**config.mk**
```make
export PLATFORM = sky130hd
export DESIGN_NAME = arp_request_responder_unit
export DESIGN_NICKNAME = d
export VERILOG_FILES = /design/src/rtl/arpr_pkg.sv /design/src/rtl/arpr_ram.sv /design/src/rtl/arp_request_responder_unit.sv
export VERILOG_INCLUDE_DIRS = /design/src /design/src/rtl
export SDC_FILE = /design/constraint.sdc
export NUM_CORES = 1
export LEC_CHECK = 0
export ABC_AREA = 1
export CORE_ASPECT_RATIO = 0.7
export CORE_UTILIZATION = 30
export DETAILED_ROUTE_END_ITERATION = 7
export DONT_BUFFER_PORTS = 1
export SLEW_MARGIN = 20
export SYNTH_ARGS = -nofsm -noshare
export SYNTH_HDL_FRONTEND = slang
export SYNTH_SLANG_ARGS = --single-unit
```
**constraint.sdc**
```tcl
create_clock -name clk_i -period 4.25 [get_ports clk_i]
set_clock_uncertainty 0.2 [all_clocks]
set_input_delay 0 -clock clk_i [delete_from_list [all_inputs] [get_ports clk_i]]
set_output_delay 0 -clock clk_i [all_outputs]
set_load 0.02 [all_outputs]
```
**src/rtl/arp_request_responder_unit_assert.svh**
```systemverilog
// assertion macros for the arp responder
`ifndef ARP_REQUEST_RESPONDER_UNIT_ASSERT_SVH
`define ARP_REQUEST_RESPONDER_UNIT_ASSERT_SVH

// checked outside reset
`define ARPR_ASSERT(lbl, prop, msg) \
  lbl: assert property (@(posedge clk_i) disable iff (!rst_ni) prop) else $error(msg);

// checked at every edge, reset included
`define ARPR_ASSERT_ALWAYS(lbl, prop, msg) \
  lbl: assert property (@(posedge clk_i) prop) else $error(msg);

`endif

```
**src/rtl/arpr_pkg.sv**
```systemverilog
package arpr_pkg;

  localparam int unsigned HDR_LEN = 42;
  localparam int unsigned HDR_AW  = $clog2(HDR_LEN);
  localparam int unsigned POS_W   = $clog2(HDR_LEN + 1);
  localparam int unsigned REQ_LEN = 10;

  localparam logic [POS_W-1:0] LAST_HDR_POS = POS_W'(HDR_LEN - 1);
  localparam logic [POS_W-1:0] POS_FULL     = POS_W'(HDR_LEN);
  localparam logic [POS_W-1:0] REQ_START    = POS_W'(12);
  localparam logic [POS_W-1:0] REQ_END      = POS_W'(21);
  localparam logic [POS_W-1:0] TIP_START    = POS_W'(38);

  localparam logic [7:0] ARP_OP_REPLY = 8'h02;

  localparam logic [7:0] ARP_REQ_HDR [REQ_LEN] = '{
    8'h08, 8'h06, 8'h00, 8'h01, 8'h08, 8'h00, 8'h06, 8'h04, 8'h00, 8'h01
  };

  localparam logic [47:0] OWN_MAC_RST = 48'h704D7B112233;
  localparam logic [31:0] OWN_IP_RST  = 32'hC0A8014D;

  localparam int unsigned CFG_IDX_W = 1;
  localparam logic [CFG_IDX_W-1:0] CFG_OWN_MAC = 1'b0;
  localparam logic [CFG_IDX_W-1:0] CFG_OWN_IP  = 1'b1;

  typedef enum logic [1:0] {
    SRC_STORE,
    SRC_MAC,
    SRC_IP,
    SRC_OPCODE
  } src_e;

  typedef struct packed {
    src_e              src;
    logic [HDR_AW-1:0] addr;
    logic [2:0]        idx;
    logic              eop;
  } ucode_t;

  function automatic logic [7:0] mac_byte(input logic [47:0] mac, input logic [2:0] i);
    return 8'(mac >> (6'd40 - {i, 3'b000}));
  endfunction

  function automatic logic [7:0] ip_byte(input logic [31:0] ip, input logic [1:0] i);
    return 8'(ip >> {~i, 3'b000});
  endfunction

  // reply program, one control word per output byte
  function automatic ucode_t ucode_rom(input logic [HDR_AW-1:0] k);
    ucode_t uc;
    uc      = '{src: SRC_STORE, addr: '0, idx: '0, eop: 1'b0};
    uc.eop  = (k == HDR_AW'(HDR_LEN - 1));
    if (k < HDR_AW'(6)) begin
      uc.addr = k + HDR_AW'(6);
    end else if (k < HDR_AW'(12)) begin
      uc.src = SRC_MAC;
      uc.idx = 3'(k - HDR_AW'(6));
    end else if (k < HDR_AW'(21)) begin
      uc.addr = k;
    end else if (k == HDR_AW'(21)) begin
      uc.src = SRC_OPCODE;
    end else if (k < HDR_AW'(28)) begin
      uc.src = SRC_MAC;
      uc.idx = 3'(k - HDR_AW'(22));
    end else if (k < HDR_AW'(32)) begin
      uc.src = SRC_IP;
      uc.idx = 3'(k - HDR_AW'(28));
    end else begin
      uc.addr = k - HDR_AW'(10);
    end
    return uc;
  endfunction

  // header check for the byte at one frame position
  function automatic logic byte_ok(input logic [POS_W-1:0] pos, input logic [7:0] b,
                                   input logic [31:0] ip);
    logic ok;
    ok = 1'b1;
    if (pos >= REQ_START && pos <= REQ_END) begin
      ok = (b == ARP_REQ_HDR[4'(pos - REQ_START)]);
    end else if (pos >= TIP_START && pos <= LAST_HDR_POS) begin
      ok = (b == ip_byte(ip, 2'(pos - TIP_START)));
    end
    return ok;
  endfunction

endpackage

```
**src/rtl/arpr_ram.sv**
```systemverilog
module arpr_ram #(
  parameter int unsigned Width = 8,
  parameter int unsigned Depth = 42,
  parameter int unsigned AddrW = $clog2(Depth)
) (
  input  logic             clk_i,
  input  logic             we_i,
  input  logic [AddrW-1:0] waddr_i,
  input  logic [Width-1:0] wdata_i,
  input  logic             re_i,
  input  logic [AddrW-1:0] raddr_i,
  output logic [Width-1:0] rdata_o
);

  logic [Width-1:0] mem_q [Depth];
  logic [Width-1:0] rdata_q;

  always_ff @(posedge clk_i) begin
    if (we_i) begin
      mem_q[waddr_i] <= wdata_i;
    end
    if (re_i) begin
      rdata_q <= mem_q[raddr_i];
    end
  end

  assign rdata_o = rdata_q;

endmodule

```
**src/rtl/arp_request_responder_unit.sv**
```systemverilog
// reply: header bytes are taken one per cycle; after byte 41 is taken, each
//   reply byte passes a store read (ST_FETCH), then an output load (ST_EMIT),
//   for all 42 bytes, and no input byte is taken meanwhile; pass-through bytes
//   move one per cycle while the output is not stalled
// reset: own mac and ip return to their defaults, position 0, collecting header
`include "arp_request_responder_unit_assert.svh"

module arp_request_responder_unit (
  input  logic                           clk_i,
  input  logic                           rst_ni,
  input  logic                           cfg_valid_i,
  output logic                           cfg_ready_o,
  input  logic [arpr_pkg::CFG_IDX_W-1:0] cfg_index_i,
  input  logic [47:0]                    cfg_data_i,
  input  logic                           rx_valid_i,
  output logic                           rx_ready_o,
  input  logic [7:0]                     rx_byte_i,
  input  logic                           rx_last_i,
  output logic                           tx_valid_o,
  input  logic                           tx_ready_i,
  output logic [7:0]                     tx_byte_o,
  output logic                           tx_last_o
);
  import arpr_pkg::*;

  typedef enum logic [2:0] {
    ST_COLLECT,
    ST_PASS,
    ST_DISCARD,
    ST_FETCH,
    ST_EMIT
  } state_e;

  state_e            state_q, state_d;
  logic [POS_W-1:0]  pos_q, pos_d;
  logic [HDR_AW-1:0] upc_q, upc_d;
  logic              match_q, match_d;
  logic              rlast_q, rlast_d;
  logic [47:0]       own_mac_q, own_mac_d;
  logic [31:0]       own_ip_q, own_ip_d;
  logic              tx_valid_q, tx_valid_d;
  logic [7:0]        tx_byte_q, tx_byte_d;
  logic              tx_last_q, tx_last_d;

  logic              rx_fire;
  logic              out_free;
  logic              ram_we;
  logic              ram_re;
  logic [7:0]        ram_rdata;
  logic              chk_ok;
  logic              match_now;
  ucode_t            uc;
  logic [7:0]        src_byte;

  assign cfg_ready_o = 1'b1;
  assign out_free    = !tx_valid_q || tx_ready_i;
  assign rx_fire     = rx_valid_i && rx_ready_o;
  assign uc          = ucode_rom(upc_q);
  assign chk_ok      = byte_ok(pos_q, rx_byte_i, own_ip_q);
  assign match_now   = ((pos_q == '0) || match_q) && chk_ok;
  assign ram_we      = rx_fire && (state_q == ST_COLLECT) && (pos_q < POS_FULL);
  assign ram_re      = (state_q == ST_FETCH);

  always_comb begin
    case (state_q)
      ST_COLLECT, ST_DISCARD: rx_ready_o = 1'b1;
      ST_PASS:                rx_ready_o = out_free;
      default:                rx_ready_o = 1'b0;
    endcase
  end

  always_comb begin
    case (uc.src)
      SRC_STORE: src_byte = ram_rdata;
      SRC_MAC:   src_byte = mac_byte(own_mac_q, uc.idx);
      SRC_IP:    src_byte = ip_byte(own_ip_q, uc.idx[1:0]);
      default:   src_byte = ARP_OP_REPLY;
    endcase
  end

  arpr_ram #(
    .Width(8),
    .Depth(HDR_LEN)
  ) u_hdr_ram (
    .clk_i  (clk_i),
    .we_i   (ram_we),
    .waddr_i(pos_q[HDR_AW-1:0]),
    .wdata_i(rx_byte_i),
    .re_i   (ram_re),
    .raddr_i(uc.addr),
    .rdata_o(ram_rdata)
  );

  always_comb begin
    state_d    = state_q;
    pos_d      = pos_q;
    upc_d      = upc_q;
    match_d    = match_q;
    rlast_d    = rlast_q;
    own_mac_d  = own_mac_q;
    own_ip_d   = own_ip_q;
    tx_valid_d = tx_valid_q && !tx_ready_i;
    tx_byte_d  = tx_byte_q;
    tx_last_d  = tx_last_q;

    if (cfg_valid_i) begin
      case (cfg_index_i)
        CFG_OWN_MAC: own_mac_d = cfg_data_i;
        CFG_OWN_IP:  own_ip_d  = cfg_data_i[31:0];
        default:     ;
      endcase
    end

    case (state_q)
      ST_COLLECT: begin
        if (rx_fire) begin
          match_d = match_now;
          if (pos_q >= LAST_HDR_POS) begin
            pos_d = POS_FULL;
            if (match_now) begin
              state_d = ST_FETCH;
              upc_d   = '0;
              rlast_d = rx_last_i;
            end else begin
              state_d = ST_DISCARD;
            end
          end else begin
            pos_d = pos_q + POS_W'(1);
          end
          if (rx_last_i) begin
            pos_d = '0;
            if (!match_now || pos_q < LAST_HDR_POS) begin
              state_d = ST_COLLECT;
            end
          end
        end
      end
      ST_PASS: begin
        if (rx_fire) begin
          tx_valid_d = 1'b1;
          tx_byte_d  = rx_byte_i;
          tx_last_d  = rx_last_i;
          if (rx_last_i) begin
            state_d = ST_COLLECT;
            pos_d   = '0;
          end
        end
      end
      ST_DISCARD: begin
        if (rx_fire && rx_last_i) begin
          state_d = ST_COLLECT;
          pos_d   = '0;
        end
      end
      ST_FETCH: begin
        state_d = ST_EMIT;
      end
      ST_EMIT: begin
        if (out_free) begin
          tx_valid_d = 1'b1;
          tx_byte_d  = src_byte;
          tx_last_d  = uc.eop && rlast_q;
          if (uc.eop) begin
            state_d = rlast_q ? ST_COLLECT : ST_PASS;
          end else begin
            upc_d   = upc_q + HDR_AW'(1);
            state_d = ST_FETCH;
          end
        end
      end
      default: begin
        state_d = ST_COLLECT;
        pos_d   = '0;
      end
    endcase
  end

  always_ff @(posedge clk_i or negedge rst_ni) begin
    if (!rst_ni) begin
      state_q    <= ST_COLLECT;
      pos_q      <= '0;
      upc_q      <= '0;
      match_q    <= 1'b0;
      rlast_q    <= 1'b0;
      own_mac_q  <= OWN_MAC_RST;
      own_ip_q   <= OWN_IP_RST;
      tx_valid_q <= 1'b0;
    end else begin
      state_q    <= state_d;
      pos_q      <= pos_d;
      upc_q      <= upc_d;
      match_q    <= match_d;
      rlast_q    <= rlast_d;
      own_mac_q  <= own_mac_d;
      own_ip_q   <= own_ip_d;
      tx_valid_q <= tx_valid_d;
    end
  end

  always_ff @(posedge clk_i) begin
    tx_byte_q <= tx_byte_d;
    tx_last_q <= tx_last_d;
  end

  assign tx_valid_o = tx_valid_q;
  assign tx_byte_o  = tx_byte_q;
  assign tx_last_o  = tx_last_q;

  `ARPR_ASSERT_ALWAYS(a_pos_range, (pos_q <= POS_FULL), "frame position beyond header length")
  `ARPR_ASSERT_ALWAYS(a_upc_range, (upc_q <= HDR_AW'(HDR_LEN - 1)), "reply step out of range")
  `ARPR_ASSERT(a_no_rx_in_reply, (state_q == ST_FETCH || state_q == ST_EMIT) |-> !rx_ready_o, "input taken during reply")
  `ARPR_ASSERT(a_reply_start, (state_q == ST_FETCH && upc_q == '0) |-> ($past(state_q) == ST_COLLECT && $past(pos_q) == LAST_HDR_POS), "reply started off header end")
  `ARPR_ASSERT(a_fetch_to_emit, (state_q == ST_FETCH) |=> (state_q == ST_EMIT), "store read not followed by output step")

endmodule

```
==> qor.txt <==
Reg-to-Reg End: u_hdr_ram.mem_q[28][1]$_DFFE_PP_
Worst vdd ir: 0.654 mV
Initial antenna violation count: 0
Commonest non-fill, non-tap cell in the layout: nand3_1
CP max FO: 8
Syn_area_per_cell: 10.2 sq um
Die area: 69,200 sq um
H-tree levels: 2
Layout area overhead: 18.5%
Crit path kind: reg -> reg
DR WL/cell: 19.9 um
CTS max path bufs: 3
Die width: 314 um
Layout cells sized above 1: 8.92%
Yosys reg bits: 451
CTS tree: built
Register area share after synthesis: 64.0%
Via count: 15,665
Final hold viol count: 0
PD cells: 726 nW/um^2
Vias in the first global route: 15,034
Commonest cells after routing, fill and taps aside: nand3_1, nand2_1, edfxtp_1
Total power: 17.6 mW
DRC viols: 0
Synth Area in Compound Gates: 3.52%
Synth Area in Adders: 0.857%
GR Overflow Total: 0
Worst setup EP type: flop
Distinct cells, synth: 43
Register area: 13,100 sq um
Port Buffers: 0
Hold_sp: cfg_index_i
Final setup TNS: 0 ns
Worst slew pin tran: 1.07 ns
Clock Sinks: 451
Multiplexer share of the synthesized area: 0.826%
Num CTS Buffers: 46
Slew margin rel.: 28.4%
Period Utilization, post-route: 94.5%
Final wirelength: 60.0 mm
Final ANT Viol Nets: 0
Endpoints failing setup: 0
Reg-to-Reg Start: state_q[2]$_DFFE_PN0P_
Synthesized netlist cell count: 2,005
Filler cells: 6,515
Final min period: 4.01 ns
Hold Path End: own_mac_q[24]$_DFFE_PN1P_
Max cap viols: 0
Multi-input gate area: 6420 sq um
Gpl congestion: 0.877
Largest net degree at the start of global routing: 100
DR iter-0 viols: 2,085
Worst-path clk slew: 0.06 ns
Synth Net Count: 2,082
Layout Nets: 2,173
R2R depth: 10
Warnings, synthesis: 0
Cell total after placement: 2,806
CP arrival: 4.01 ns
Xor/xnor share of the synthesized area: 0.600%
# rows: 79
RSZ-0062 raised after global routing: no
Synth Cell Area: 20,400 sq um
Total iterations of the first detailed-routing run: 6
Leak Pwr: 9.10 nW
Core Area: 66,900 sq um
Clock Latency Late Sink: 0.58 ns
Simple-gate share of the synthesized area: 25.5%
Gr usage total: 17.3%
Clk root buf: clkbuf_16
First-pass GRT wire length: 92.0 mm
Top-Level Pins: 75
CP Launch Type: flop
Cell Count, Final, Fillers Out: 3,020
Flop2flop setup slack: 0.24 ns
Min-delay worst type: in -> reg
Vias per Instance: 5.19
Outcome: finished, final reports clean
Die Y-Extent: 220 um
Starting density of the core: 30.5%
Main combinational cell family by area after synthesis: simple AND/OR/NAND/NOR gates
N_diodes: 0
Fmax: 249 MHz
CP required: 4.24 ns
Slew Limit Fails: 0
Hold path cells: 4
Post-detail-place hpwl: 36.0 mm
-- state kept, by name, summed over array words and instances, names as in the netlist --
| name | count |
|---|---|
| state_q | 3 |
| own_mac_q | 48 |
| pos_q | 6 |
| upc_q | 6 |
| u_hdr_ram.rdata_o | 8 |
| own_ip_q | 32 |
| tx_valid_o | 1 |
| u_hdr_ram.mem_q | 336 |
| rlast_q | 1 |
| tx_byte_o | 8 |
| tx_last_o | 1 |
| match_q | 1 |
-- layer usage --
metal / wire [um] / vias up / track usage [%]
met5: 0 / - / 0
met4: 1160 / 0 / 4.36
met3: 5930 / 88 / 3.60
met2: 25300 / 727 / 25.1
met1: 27600 / 7660 / 26.1
li1: - / 7190 / -
-- report_power, final --
part	switching (mW)	internal, mW	leakage (nW)
Combinational	5.90	2.39	4.09
Sequential	0.305	5.10	4.33
Clock	1.70	2.18	0.681
-- through the flow --
| step | util, % | hold slack, ns | cell area [sq um] | setup WS, ns |
|---|---|---|---|---|
| floorplan | - | -0.496 | 20400 | 1.01 |
| global placement | 31.9 | -0.493 | 21300 | 0.498 |
| detailed placement | 31.9 | -0.494 | 21300 | 0.369 |
| CTS | 36.2 | 0.00112 | 24200 | 0.188 |
| global route | 36.2 | 0.0453 | 24200 | 0.0133 |
| finish | 36.2 | 0.0543 | 24200 | 0.236 |
-- cells by family after synthesis --
group	after synthesis
AND/OR/NAND/NOR	1154
flip-flops	451
buffers and inverters	222
AO/OA/AOI/OAI	134
multiplexers	15
adder cells (fa/ha/maj)	14
XOR/XNOR	14
other	1
-- what timing repair did --
action / CTS / global route
setup buffers: 0 / 0
endpoints found under the hold margin: 550 / 0
setup endpoints to repair: 0 / 1
hold buffers: 133 / 0
gates resized for setup: 0 / 2
-- area by class of cell --
class,count,area share [%]
clock buffers,61,5.16
inverters,102,1.58
multi-input cells,1332,26.5
well taps,891,4.60
clock inverters,20,0.630
repair buffers,163,7.43
flip-flops and latches,451,54.1
-- worst max-delay path by stage --
stage / start / endpoint / slack [ns] / cells after the start
5_1_grt: pos_q[0]$_DFFE_PN0P_ / rlast_q$_DFFE_PN0P_ / 0.01 / 14
2_1_floorplan: state_q[2]$_DFFE_PN0P_ / u_hdr_ram.mem_q[21][0]$_DFFE_PP_ / 1.01 / 9
3_3_place_gp: state_q[2]$_DFFE_PN0P_ / u_hdr_ram.mem_q[5][0]$_DFFE_PP_ / 0.50 / 10
6_report: state_q[2]$_DFFE_PN0P_ / u_hdr_ram.mem_q[28][1]$_DFFE_PP_ / 0.24 / 10
3_5_place_dp: state_q[2]$_DFFE_PN0P_ / u_hdr_ram.mem_q[28][2]$_DFFE_PP_ / 0.37 / 10
4_1_cts: pos_q[1]$_DFFE_PN0P_ / rlast_q$_DFFE_PN0P_ / 0.19 / 14
-- critical path: stages, from the launching register on --
cell and delay [ns]:
dfrtp_1 0.39, inv_1 0.14, nand3_1 0.18, o22ai_1 0.16, buf_4 0.20, nand2_1 0.08, inv_1 0.16, nand4_1 0.34
inv_1 0.40, nand4_1 0.42, nor2_1 0.94
-- synth_stat cells (all sizes together) --
cell    instances  area, sq um
a211oi          1         7.51
a21boi          1         11.3
a21o            1         7.51
a21oi          18         93.8
a31oi           3         18.8
and2            1         6.26
buf            74          393
clkbuf         46          173
clkinv          1         3.75
conb            1         3.75
dfrtp          67         1680
dfstp          31          815
edfxtp        353        10600
ha             14          175
inv           101          379
mux2           15          169
nand2         463         1760
nand3         576         2900
nand3b          1         7.51
nand4          11         75.1
nor2           83          347
nor3            5         25.0
nor3b           1         7.51
nor4            2         12.5
o211ai          8         60.1
o21a            1         7.51
o21ai          96          480
o22ai           4         25.0
o31ai           1         7.51
or2            11         68.8
xor2           14          123
Note: power is estimated with default switching activity, not from simulation.
